### src/hdl/rbd_pkg.sv
// ============================================================================
// rbd_pkg
// Types and constants of the ring buffer deque.
// ============================================================================
package rbd_pkg;

    localparam int DEPTH      = 16;
    localparam int DATA_WIDTH = 32;
    localparam int PTR_W      = $clog2(DEPTH);
    localparam int CNT_W      = $clog2(DEPTH + 1);
    localparam int POS_W      = 4;

    typedef enum logic [2:0] {
        OP_PUSH_FRONT = 3'd0,
        OP_PUSH_BACK  = 3'd1,
        OP_POP_FRONT  = 3'd2,
        OP_POP_BACK   = 3'd3,
        OP_READ_FRONT = 3'd4,
        OP_READ_BACK  = 3'd5,
        OP_READ_AT    = 3'd6,
        OP_CLEAR      = 3'd7
    } op_t;

    typedef enum logic [1:0] {
        ST_OK    = 2'd0,
        ST_EMPTY = 2'd1,
        ST_FULL  = 2'd2,
        ST_RANGE = 2'd3
    } status_t;

    typedef struct packed {
        op_t                   operation;
        logic [DATA_WIDTH-1:0] value;
        logic [POS_W-1:0]      position;
    } cmd_word_t;

    typedef struct packed {
        logic [DATA_WIDTH-1:0] read_data;
        status_t               status;
        logic [CNT_W-1:0]      count;
    } res_word_t;

    typedef struct packed {
        logic                  wr_en;
        logic [PTR_W-1:0]      wr_addr;
        logic [DATA_WIDTH-1:0] wr_data;
        logic                  rd_en;
        logic [PTR_W-1:0]      rd_addr;
    } mem_req_t;

endpackage

### src/hdl/rbd_store.sv
// ============================================================================
// rbd_store
// Element store: one write and one registered read per cycle.
// ============================================================================
module rbd_store (
    input  logic                          clk,
    input  rbd_pkg::mem_req_t             req,
    output logic [rbd_pkg::DATA_WIDTH-1:0] rd_data
);

    logic [rbd_pkg::DATA_WIDTH-1:0] mem [rbd_pkg::DEPTH];

    always_ff @(posedge clk)
    begin
        if (req.wr_en)
        begin
            mem[req.wr_addr] <= req.wr_data;
        end
    end

    // hold read data when no read is issued
    always_ff @(posedge clk)
    begin
        if (req.rd_en)
        begin
            rd_data <= mem[req.rd_addr];
        end
    end

endmodule

### src/hdl/ring_buffer_deque_core.sv
// ============================================================================
// ring_buffer_deque_core
// Fixed-depth double-ended queue in a circular element store.
// ============================================================================
// Command channel (cmd_valid, cmd_stall, cmd) carries one operation word:
// push front/back, pop front/back, read front/back, read at offset, clear.
// Result channel (res_valid, res_stall, res) returns one word per command:
// read data (zero unless a read succeeds), status and the new count.
// Head pointer and count live in registers and update at accept; the
// element store is a synchronous RAM with a registered read.
// Accepted commands pass through the s1 registers, where the store read
// lands, and then the result register, whose load raises res_valid.
// Throughput: one command per cycle while the result side keeps up.
// When res_stall holds a result, one more command may enter and wait on
// its store data; after that cmd_stall rises until the result is taken.
// Reset empties the deque (count zero, head one); store contents are
// undefined, but only entries written by a push are ever read.
// Errors (full, empty, position out of range) leave the state unchanged.
// ============================================================================
module ring_buffer_deque_core (
    input  logic                clk,
    input  logic                rst_n,
    input  logic                cmd_valid,
    output logic                cmd_stall,
    input  rbd_pkg::cmd_word_t  cmd,
    output logic                res_valid,
    input  logic                res_stall,
    output rbd_pkg::res_word_t  res
);

    localparam int PW = rbd_pkg::PTR_W;
    localparam int CW = rbd_pkg::CNT_W;

    logic [PW-1:0]               head_reg, head_next;
    logic [CW-1:0]               count_reg, count_next;
    logic                        s1_valid_reg;
    logic                        s1_rd_ok_reg;
    rbd_pkg::status_t            s1_status_reg;
    logic [CW-1:0]               s1_count_reg;
    logic                        res_valid_reg;
    rbd_pkg::res_word_t          res_reg;

    logic                        accept;
    logic                        s1_adv;
    logic                        is_full;
    logic                        is_empty;
    logic                        rd_ok;
    rbd_pkg::status_t            status;
    rbd_pkg::mem_req_t           mem_req;
    logic [rbd_pkg::DATA_WIDTH-1:0] mem_q;
    logic [PW-1:0]               cnt_lo;

    assign s1_adv    = s1_valid_reg && (!res_valid_reg || !res_stall);
    assign cmd_stall = s1_valid_reg && !s1_adv;
    assign accept    = cmd_valid && !cmd_stall;

    assign is_full  = (count_reg == CW'(rbd_pkg::DEPTH));
    assign is_empty = (count_reg == '0);
    assign cnt_lo   = count_reg[PW-1:0];

    always_comb
    begin
        head_next       = head_reg;
        count_next      = count_reg;
        status          = rbd_pkg::ST_OK;
        rd_ok           = 1'b0;
        mem_req.wr_en   = 1'b0;
        mem_req.wr_addr = head_reg;
        mem_req.wr_data = cmd.value;
        mem_req.rd_en   = 1'b0;
        mem_req.rd_addr = head_reg;
        case (cmd.operation)
            rbd_pkg::OP_PUSH_FRONT:
            begin
                if (is_full)
                begin
                    status = rbd_pkg::ST_FULL;
                end
                else
                begin
                    head_next       = head_reg - PW'(1);
                    mem_req.wr_en   = 1'b1;
                    mem_req.wr_addr = head_reg - PW'(1);
                    count_next      = count_reg + CW'(1);
                end
            end
            rbd_pkg::OP_PUSH_BACK:
            begin
                if (is_full)
                begin
                    status = rbd_pkg::ST_FULL;
                end
                else
                begin
                    mem_req.wr_en   = 1'b1;
                    mem_req.wr_addr = head_reg + cnt_lo;
                    count_next      = count_reg + CW'(1);
                end
            end
            rbd_pkg::OP_POP_FRONT:
            begin
                if (is_empty)
                begin
                    status = rbd_pkg::ST_EMPTY;
                end
                else
                begin
                    head_next  = head_reg + PW'(1);
                    count_next = count_reg - CW'(1);
                end
            end
            rbd_pkg::OP_POP_BACK:
            begin
                if (is_empty)
                begin
                    status = rbd_pkg::ST_EMPTY;
                end
                else
                begin
                    count_next = count_reg - CW'(1);
                end
            end
            rbd_pkg::OP_READ_FRONT:
            begin
                if (is_empty)
                begin
                    status = rbd_pkg::ST_EMPTY;
                end
                else
                begin
                    rd_ok           = 1'b1;
                    mem_req.rd_en   = 1'b1;
                    mem_req.rd_addr = head_reg;
                end
            end
            rbd_pkg::OP_READ_BACK:
            begin
                if (is_empty)
                begin
                    status = rbd_pkg::ST_EMPTY;
                end
                else
                begin
                    rd_ok           = 1'b1;
                    mem_req.rd_en   = 1'b1;
                    mem_req.rd_addr = head_reg + cnt_lo - PW'(1);
                end
            end
            rbd_pkg::OP_READ_AT:
            begin
                if (CW'(cmd.position) >= count_reg)
                begin
                    status = rbd_pkg::ST_RANGE;
                end
                else
                begin
                    rd_ok           = 1'b1;
                    mem_req.rd_en   = 1'b1;
                    mem_req.rd_addr = head_reg + PW'(cmd.position);
                end
            end
            rbd_pkg::OP_CLEAR:
            begin
                head_next  = PW'(1);
                count_next = '0;
            end
            default:
            begin
                status = rbd_pkg::ST_OK;
            end
        endcase
        // drop store accesses of a command not accepted
        mem_req.wr_en = mem_req.wr_en && accept;
        mem_req.rd_en = mem_req.rd_en && accept;
    end

    rbd_store u_store (
        .clk     (clk),
        .req     (mem_req),
        .rd_data (mem_q)
    );

    always_ff @(posedge clk or negedge rst_n)
    begin
        if (!rst_n)
        begin
            head_reg      <= PW'(1);
            count_reg     <= '0;
            s1_valid_reg  <= 1'b0;
            res_valid_reg <= 1'b0;
        end
        else
        begin
            if (accept)
            begin
                head_reg  <= head_next;
                count_reg <= count_next;
            end
            if (accept)
            begin
                s1_valid_reg <= 1'b1;
            end
            else if (s1_adv)
            begin
                s1_valid_reg <= 1'b0;
            end
            if (s1_adv)
            begin
                res_valid_reg <= 1'b1;
            end
            else if (!res_stall)
            begin
                res_valid_reg <= 1'b0;
            end
        end
    end

    always_ff @(posedge clk)
    begin
        if (accept)
        begin
            s1_rd_ok_reg  <= rd_ok;
            s1_status_reg <= status;
            s1_count_reg  <= count_next;
        end
        if (s1_adv)
        begin
            res_reg.read_data <= s1_rd_ok_reg ? mem_q : '0;
            res_reg.status    <= s1_status_reg;
            res_reg.count     <= s1_count_reg;
        end
    end

    assign res_valid = res_valid_reg;
    assign res       = res_reg;

endmodule

### config.mk
export PLATFORM = sky130hd
export DESIGN_NAME = ring_buffer_deque_core
export DESIGN_NICKNAME = d
export VERILOG_FILES = /design/src/hdl/rbd_pkg.sv /design/src/hdl/rbd_store.sv /design/src/hdl/ring_buffer_deque_core.sv
export SDC_FILE = /design/constraint.sdc
export NUM_CORES = 1
export LEC_CHECK = 0
export ABC_AREA = 1
export BUFFER_PORTS_ARGS = -buffer_cell sky130_fd_sc_hd__clkbuf_2
export CAP_MARGIN = 10
export CORE_UTILIZATION = 33
export CTS_BUF_LIST = sky130_fd_sc_hd__clkbuf_2
export DETAILED_ROUTE_END_ITERATION = 12
export PLACE_DENSITY_LB_ADDON = 0.25
export SYNTH_ARGS = -nofsm -noshare
export SYNTH_HDL_FRONTEND = slang
export SYNTH_SLANG_ARGS = --single-unit
### constraint.sdc
create_clock -name clk -period 6.7 [get_ports clk]
set_clock_uncertainty 0.2 [all_clocks]
set_input_delay 0.335 -clock clk [delete_from_list [all_inputs] [get_ports clk]]
set_output_delay 0.335 -clock clk [all_outputs]
set_load 0.02 [all_outputs]
==> run summary, run 1 <==
drt initial violations - 1754
Max rail drop VDD - 0.3070 mV
vias per inst - 4.978
area delta synth->final - 13.70%
CTS H-tree depth - 4
total track usage - 18.12%
Port Buf Inserts - 83
Cells after DPL - 3603
crit path DAT - 5.37 ns
status - completed
I/O pin count - 84
Fin Setup TNS - 0 ns
WL final - 75090 um
Hold/Removal Path Class - input pin to register
cell internal pwr - 6662 uW
share of power burned in registers - 40.6%
Netlist cell types - 34
Power Density - 358.8 nW/um2
share of cells above drive strength 1 - 13.25%
Sw Ratio - 40.17%
clk_lat worst skew - 1.32 ns
P_leak - 0.01330 uW
startpoint class of the critical path - register
Post-DRT Antenna Nets - 0
area leader, netlist - edfxtp_1
clk buf depth - 3
Sw Pwr - 4474 uW
Final Hold Fails - 0
WHS Endpoint - res[13]$_SDFFCE_PN0P_
min Tclk post-route - 4.569 ns
hold_sp - res_stall
CP max stage delay - 0.78 ns
reg2reg start - count_reg[2]$_DFFE_PN0P_
core area - 81980 um2
vias in the first global route - 19530
Die W - 289.6 um
Die H - 289.6 um
Max Cap Viol - 0
Setup CP Type - register to register
Crit path required time - 7.50 ns
register-to-register setup slack - 2.13 ns
R2R Path End - u_store.rd_data[27]$_DFFE_PP_
crit-path max FO - 27
CTS Buf Count - 152
Worst Setup End Kind - register
Synth top area share - 65.02%
Gate power share - 37.4%
Worst-Margin Slew - 1.483 ns
Core Rows - 105
initial antenna violation count - 3
final worst-path cycle share - 68.20%
Final HPWL DP - 37010 um
routability congestion estimate - 0.8257
Mapped Cells - 2580
fillers - 8182
RSZ-0062 raised after global routing - false
power share of the clock group - 22.0%
Detailed Routing Iterations Pass 1 - 6
Final nets - 2837
highest clock rate - 218.8 MHz
CTS tree - yes
final setup violating endpoints - 0
most area-consuming cells after synthesis - edfxtp_1 65%, nand3_1 8.5%, inv_1 8.0%, nand4_1 5.9%, nand2_1 5.3%
Starting Density - 33.30%
FF-to-FF path depth - 14
Non-Filler Instances - 3954
worst path cell trace - inv_1 > ha_1 > nand2_1 > inv_1 > nand3_1 > nand3_2 > dlygate4sd3_1 > nand2_1 > o211ai_1 > nor2_4 > buf_4 > nand3_1 > nand3_1 > nand2_1
largest net degree at the start of global routing - 219
clk sinks - 602
via count - 19680
Clk Tree Root Cell - clkbuf_2
DR WL/cell - 18.99 um
YS warnings - 0
drc violations - 0
grt total ovfl - 0
syn nets - 2641
clk slew on worst S/H paths - 0.09 ns
max FFs per register - 512
Slew Limit Fails - 0
Hold Path Stages - 4
first-pass GRT wire length - 114500 um
Die ar. - 83870 um2
synthesis-stage register bit count - 602
Max-Slew Margin vs Limit - 1.136%
Seq/Total Area, Yosys - 66.03%
Post-Synthesis Cell Area - 27300 um2
syn avg cell area - 10.58 um2
Slowest cell on crit path - nor2_4
logic make-up after synthesis:
family | synth area share, %
buffers and inverters | 11.01
AND/OR/NAND/NOR | 20.54
flip-flops | 66.03
XOR/XNOR | 0.4813
adder cells (fa/ha/maj) | 0.8801
AO/OA/AOI/OAI | 1.059
layout make-up:
cell class,count,area (um2),share of cell area (%)
clock inverters,45,254.0,0.8184
diodes,2,5.005,0.01613
repair buffers,207,1652,5.321
multi-input cells,1225,6477,20.87
inverters,588,2210,7.120
well taps,1070,1339,4.314
clock buffers,215,1076,3.467
flip-flops and latches,602,18020,58.07
worst max-delay path, delay by kind of cell, from the launching register on:
kind,cells,cell delay [ns]
buffers and inverters,4,1.35
AND/OR/NAND/NOR,8,1.67
AO/OA/AOI/OAI,1,0.16
adder cells (fa/ha/maj),1,0.32
flip-flops,1,0.57
layout by cell type (no fill, tap or decap), drive strengths merged, types with 2 or more instances in the layout:
master and count:
nand4 258, nand2 389, xnor2 8, inv 592
nor2 32, buf 35, nand3 468, dfrtp 10
o211ai 4, edfxtp 591, clkinv 37, a21oi 9
fa 2, clkbuf 298, ha 16, o221ai 6
o21ai 17, diode 2, xor2 7, bufinv 3
dlygate4sd3 89, o22ai 3
timing repair:
item | CTS | global route
endpoints found under the hold margin | 649 | 0
gates resized for setup | 0 | 0
hold buffers | 89 | 0
buffers inserted | 0 | 0
Yosys cell counts:
library cell  number
fa_1               2
o211ai_2           1
o211ai_1           3
ha_1              16
o2111ai_2          1
nor2_4             3
nand2_2            2
a21oi_1            9
dfrtp_1           10
nand3_4            1
edfxtp_1         591
a32oi_1            1
clkbuf_1          28
nand3_2            3
o221ai_1           6
a211oi_2           1
nor2_1            29
dfstp_2            1
o21ai_0           16
nand3_1          464
inv_1            585
o21a_1             1
nand4_1          258
nor3_4             1
nand2_1          387
xnor2_1            8
buf_4              3
inv_2              3
buf_2            133
o22ai_1            3
xor2_1             7
a22o_1             1
buf_1              1
o21ai_1            1
per-stage QoR:
| step | utilization [%] | worst slack, ns | instance area [um2] | total power [uW] | hold slack (ns) |
|---|---|---|---|---|---|
| final | 37.86 | 2.131 | 31040 | 11140 | 0.1449 |
| after global routing | 37.86 | 1.903 | 31040 | 11870 | 0.1109 |
| after CTS | 37.85 | 2.155 | 31030 | 11240 | 0.001618 |
| after detailed placement | 35.14 | 2.302 | 28810 | 8699 | 0.05763 |
| after global placement | 35.11 | 2.351 | 28780 | 8663 | 0.06075 |
| after floorplan | - | 2.811 | 27300 | 7512 | -0.1606 |
how the worst max path moves through the flow:
stage / from / endpoint / slack (ns) / depth (start not counted)
after floorplan: head_reg[0]$_DFFE_PN1P_ / u_store.mem[12][0]$_DFFE_PP_ / 2.81 / 12
after global placement: head_reg[0]$_DFFE_PN1P_ / u_store.rd_data[3]$_DFFE_PP_ / 2.35 / 13
after detailed placement: head_reg[0]$_DFFE_PN1P_ / u_store.rd_data[24]$_DFFE_PP_ / 2.30 / 13
after CTS: count_reg[2]$_DFFE_PN0P_ / u_store.rd_data[27]$_DFFE_PP_ / 2.15 / 14
after global routing: count_reg[3]$_DFFE_PN0P_ / u_store.rd_data[27]$_DFFE_PP_ / 1.90 / 15
final: count_reg[2]$_DFFE_PN0P_ / u_store.rd_data[27]$_DFFE_PP_ / 2.13 / 14
per-layer routing:
| layer | part of all wire, % | wire (um) | global-route usage [%] | vias to the layer above |
|---|---|---|---|---|
| li1 | - | - | - | 9238 |
| met1 | 43 | 32060 | 22.43 | 9588 |
| met2 | 48 | 36370 | 30.88 | 688 |
| met3 | 6.1 | 4602 | 3.642 | 167 |
| met4 | 2.7 | 2042 | 7.421 | 2 |
| met5 | 0.017 | 13 | 0 | - |
power by group through the flow:
| stage | Clock [uW] | Combinational (uW) | Sequential [uW] |
|---|---|---|---|
| 3_3_place_gp | 0 | 4060 | 4600 |
| 4_1_cts | 2540 | 4170 | 4520 |
| 5_1_grt | 2720 | 4610 | 4540 |
| 3_5_place_dp | 0 | 4090 | 4600 |
| 2_1_floorplan | 0 | 2920 | 4600 |
| 6_report | 2450 | 4170 | 4520 |
Power figures use the tool's default switching activity.
==> run 2, diff against run 1 <==
Clock period 6.7 ns to 4.65 ns, I/O delays scaled along.
==> run summary, run 2 (synthesized netlist as in run 1, its figures left out) <==
I/O pin count - 84
crit path DAT - 4.83 ns
power share of the clock group - 21.5%
Detailed Routing Iterations Pass 1 - 6
reg2reg start - count_reg[2]$_DFFE_PN0P_
first-pass GRT wire length - 116500 um
RSZ-0062 raised after global routing - false
drc violations - 0
vias in the first global route - 19370
fillers - 8155
share of power burned in registers - 39.8%
Pwr Total - 16390 uW
crit-path max FO - 22
largest net degree at the start of global routing - 153
core area - 81980 um2
Max-Slew Margin vs Limit - 27.92%
Setup CP Type - register to register
Final Hold Fails - 0
Crit path required time - 5.49 ns
most common cell after layout, fill and taps aside - edfxtp_1
initial antenna violation count - 2
clk slew on worst S/H paths - 0.09 ns
Die H - 289.6 um
Hold/Removal Path Class - register to register
WL final - 76670 um
postcts setup bufs - 0
DP Worst Slack - 0.8929 ns
Worst Setup End Kind - register
Worst-Margin Slew - 1.081 ns
Post-DRT Antenna Nets - 0
clk sinks - 602
FF-to-FF path depth - 14
CP max stage delay - 0.61 ns
clk buf depth - 3
Power Density - 520.1 nW/um2
clk_lat worst skew - 1.34 ns
Max rail drop VDD - 0.4436 mV
final core utilization - 38.44%
CTS tree - yes
Slew Limit Fails - 0
Setup WS post-layout - 0.6624 ns
via count - 19880
Clk Tree Root Cell - clkbuf_2
status - completed
Gate power share - 38.7%
startpoint class of the critical path - register
hold_sp - s1_count_reg[2]$_DFFE_PP_
register-to-register setup slack - 0.66 ns
post-route cell area - 31510 um2
Sw Ratio - 40.45%
Final HPWL DP - 40460 um
area delta synth->final - 15.44%
Core Rows - 105
drt initial violations - 1646
max FFs per register - 512
Placed Area - 29220 um2
Fin Setup TNS - 0 ns
total track usage - 18.46%
routability congestion estimate - 0.8174
DR WL/cell - 19.25 um
Slowest cell on crit path - dlygate4sd3_1
R2R Path End - u_store.rd_data[23]$_DFFE_PP_
min Tclk post-route - 3.988 ns
WHS Endpoint - res[2]$_DFFE_PP_
final worst-path cycle share - 85.76%
commonest non-fill, non-tap cells in the layout - 591 x edfxtp_1, 583 x inv_1, 462 x nand3_1
Final nets - 2867
highest clock rate - 250.8 MHz
Max Cap Viol - 0
Starting Density - 33.30%
cell internal pwr - 9759 uW
vias per inst - 4.993
final setup violating endpoints - 0
CTS H-tree depth - 4
P_leak - 0.01348 uW
Hold Path Stages - 0
worst path cell trace - inv_1 > ha_1 > nand2_1 > inv_1 > nand3_1 > nand3_2 > dlygate4sd3_1 > nand2_1 > o211ai_1 > nor2_4 > buf_12 > nand3_1 > nand3_1 > nand2_1
crit path launch - count_reg[2]$_DFFE_PN0P_
Die W - 289.6 um
Port Buf Inserts - 83
grt total ovfl - 0
CTS Buf Count - 156
Sw Pwr - 6629 uW
share of cells above drive strength 1 - 14.16%
Die ar. - 83870 um2
==> run 2: changes by cell type in the layout (fill, tap and decap cells not counted), sizes merged <==
| cell | delta |
|---|---|
| dlygate4sd3 | +5 |
| inv | -1 |
| buf | +21 |
| bufinv | -2 |
| clkinvlp | +5 |
==> run 2: area by class of cell <==
cell class	count	area, um2	share of cell area, %
clock buffer	215	1076	3.415
multi-input combinational	1225	6477	20.56
timing repair buffer	233	2115	6.710
clock inverter	47	266.5	0.8457
antenna	2	5.005	0.01588
sequential	602	18020	57.20
inverter	588	2210	7.012
tap	1070	1339	4.249
==> run 2: worst max-delay path by stage <==
stage	end	slack [ns]
finish	u_store.rd_data[23]$_DFFE_PP_	0.66
global route	u_store.rd_data[23]$_DFFE_PP_	0.40
CTS	u_store.rd_data[26]$_DFFE_PP_	0.25
detailed placement	u_store.rd_data[0]$_DFFE_PP_	0.89
global placement	u_store.rd_data[30]$_DFFE_PP_	0.92
floorplan	u_store.mem[12][0]$_DFFE_PP_	0.76
==> run 2: layer usage <==
layer / up-vias / routed length [um] / GRT usage [%]
met5: - / 0 / 0
met4: 0 / 1714 / 6.859
met3: 137 / 5190 / 3.980
met2: 728 / 36200 / 29.58
met1: 9718 / 33560 / 24.53
li1: 9299 / - / -
==> run 2: metrics by stage <==
step | hold WS (ns) | cells
finish | 0.2195 | 3982
global placement | -0.04411 | 3624
detailed placement | -0.03929 | 3624
floorplan | -0.2631 | 2580
global route | 0.1705 | 3982
CTS | 0.04862 | 3981
==> run 2: timing repair <==
action / CTS / global route
hold buffers: 95 / 0
endpoints found under the hold margin: 759 / 0
resized for setup: 0 / 0
setup endpoints to repair: 0 / 21
==> run 2: power by group through the flow <==
stage	Sequential [uW]	Combinational (uW)	Clock, uW
4_1_cts	6520	6340	3680
2_1_floorplan	6620	4200	0
5_1_grt	6540	6960	3920
3_3_place_gp	6640	6180	0
6_report	6520	6340	3530
3_5_place_dp	6640	6210	0
==> run 2: worst max-delay path: cells and delay by family, from the launching register on <==
kind	cells	cell delay (ns)
compound gates	1	0.16
simple gates	8	1.40
buf+inv	4	1.06
flops	1	0.57
fa+ha+maj	1	0.31
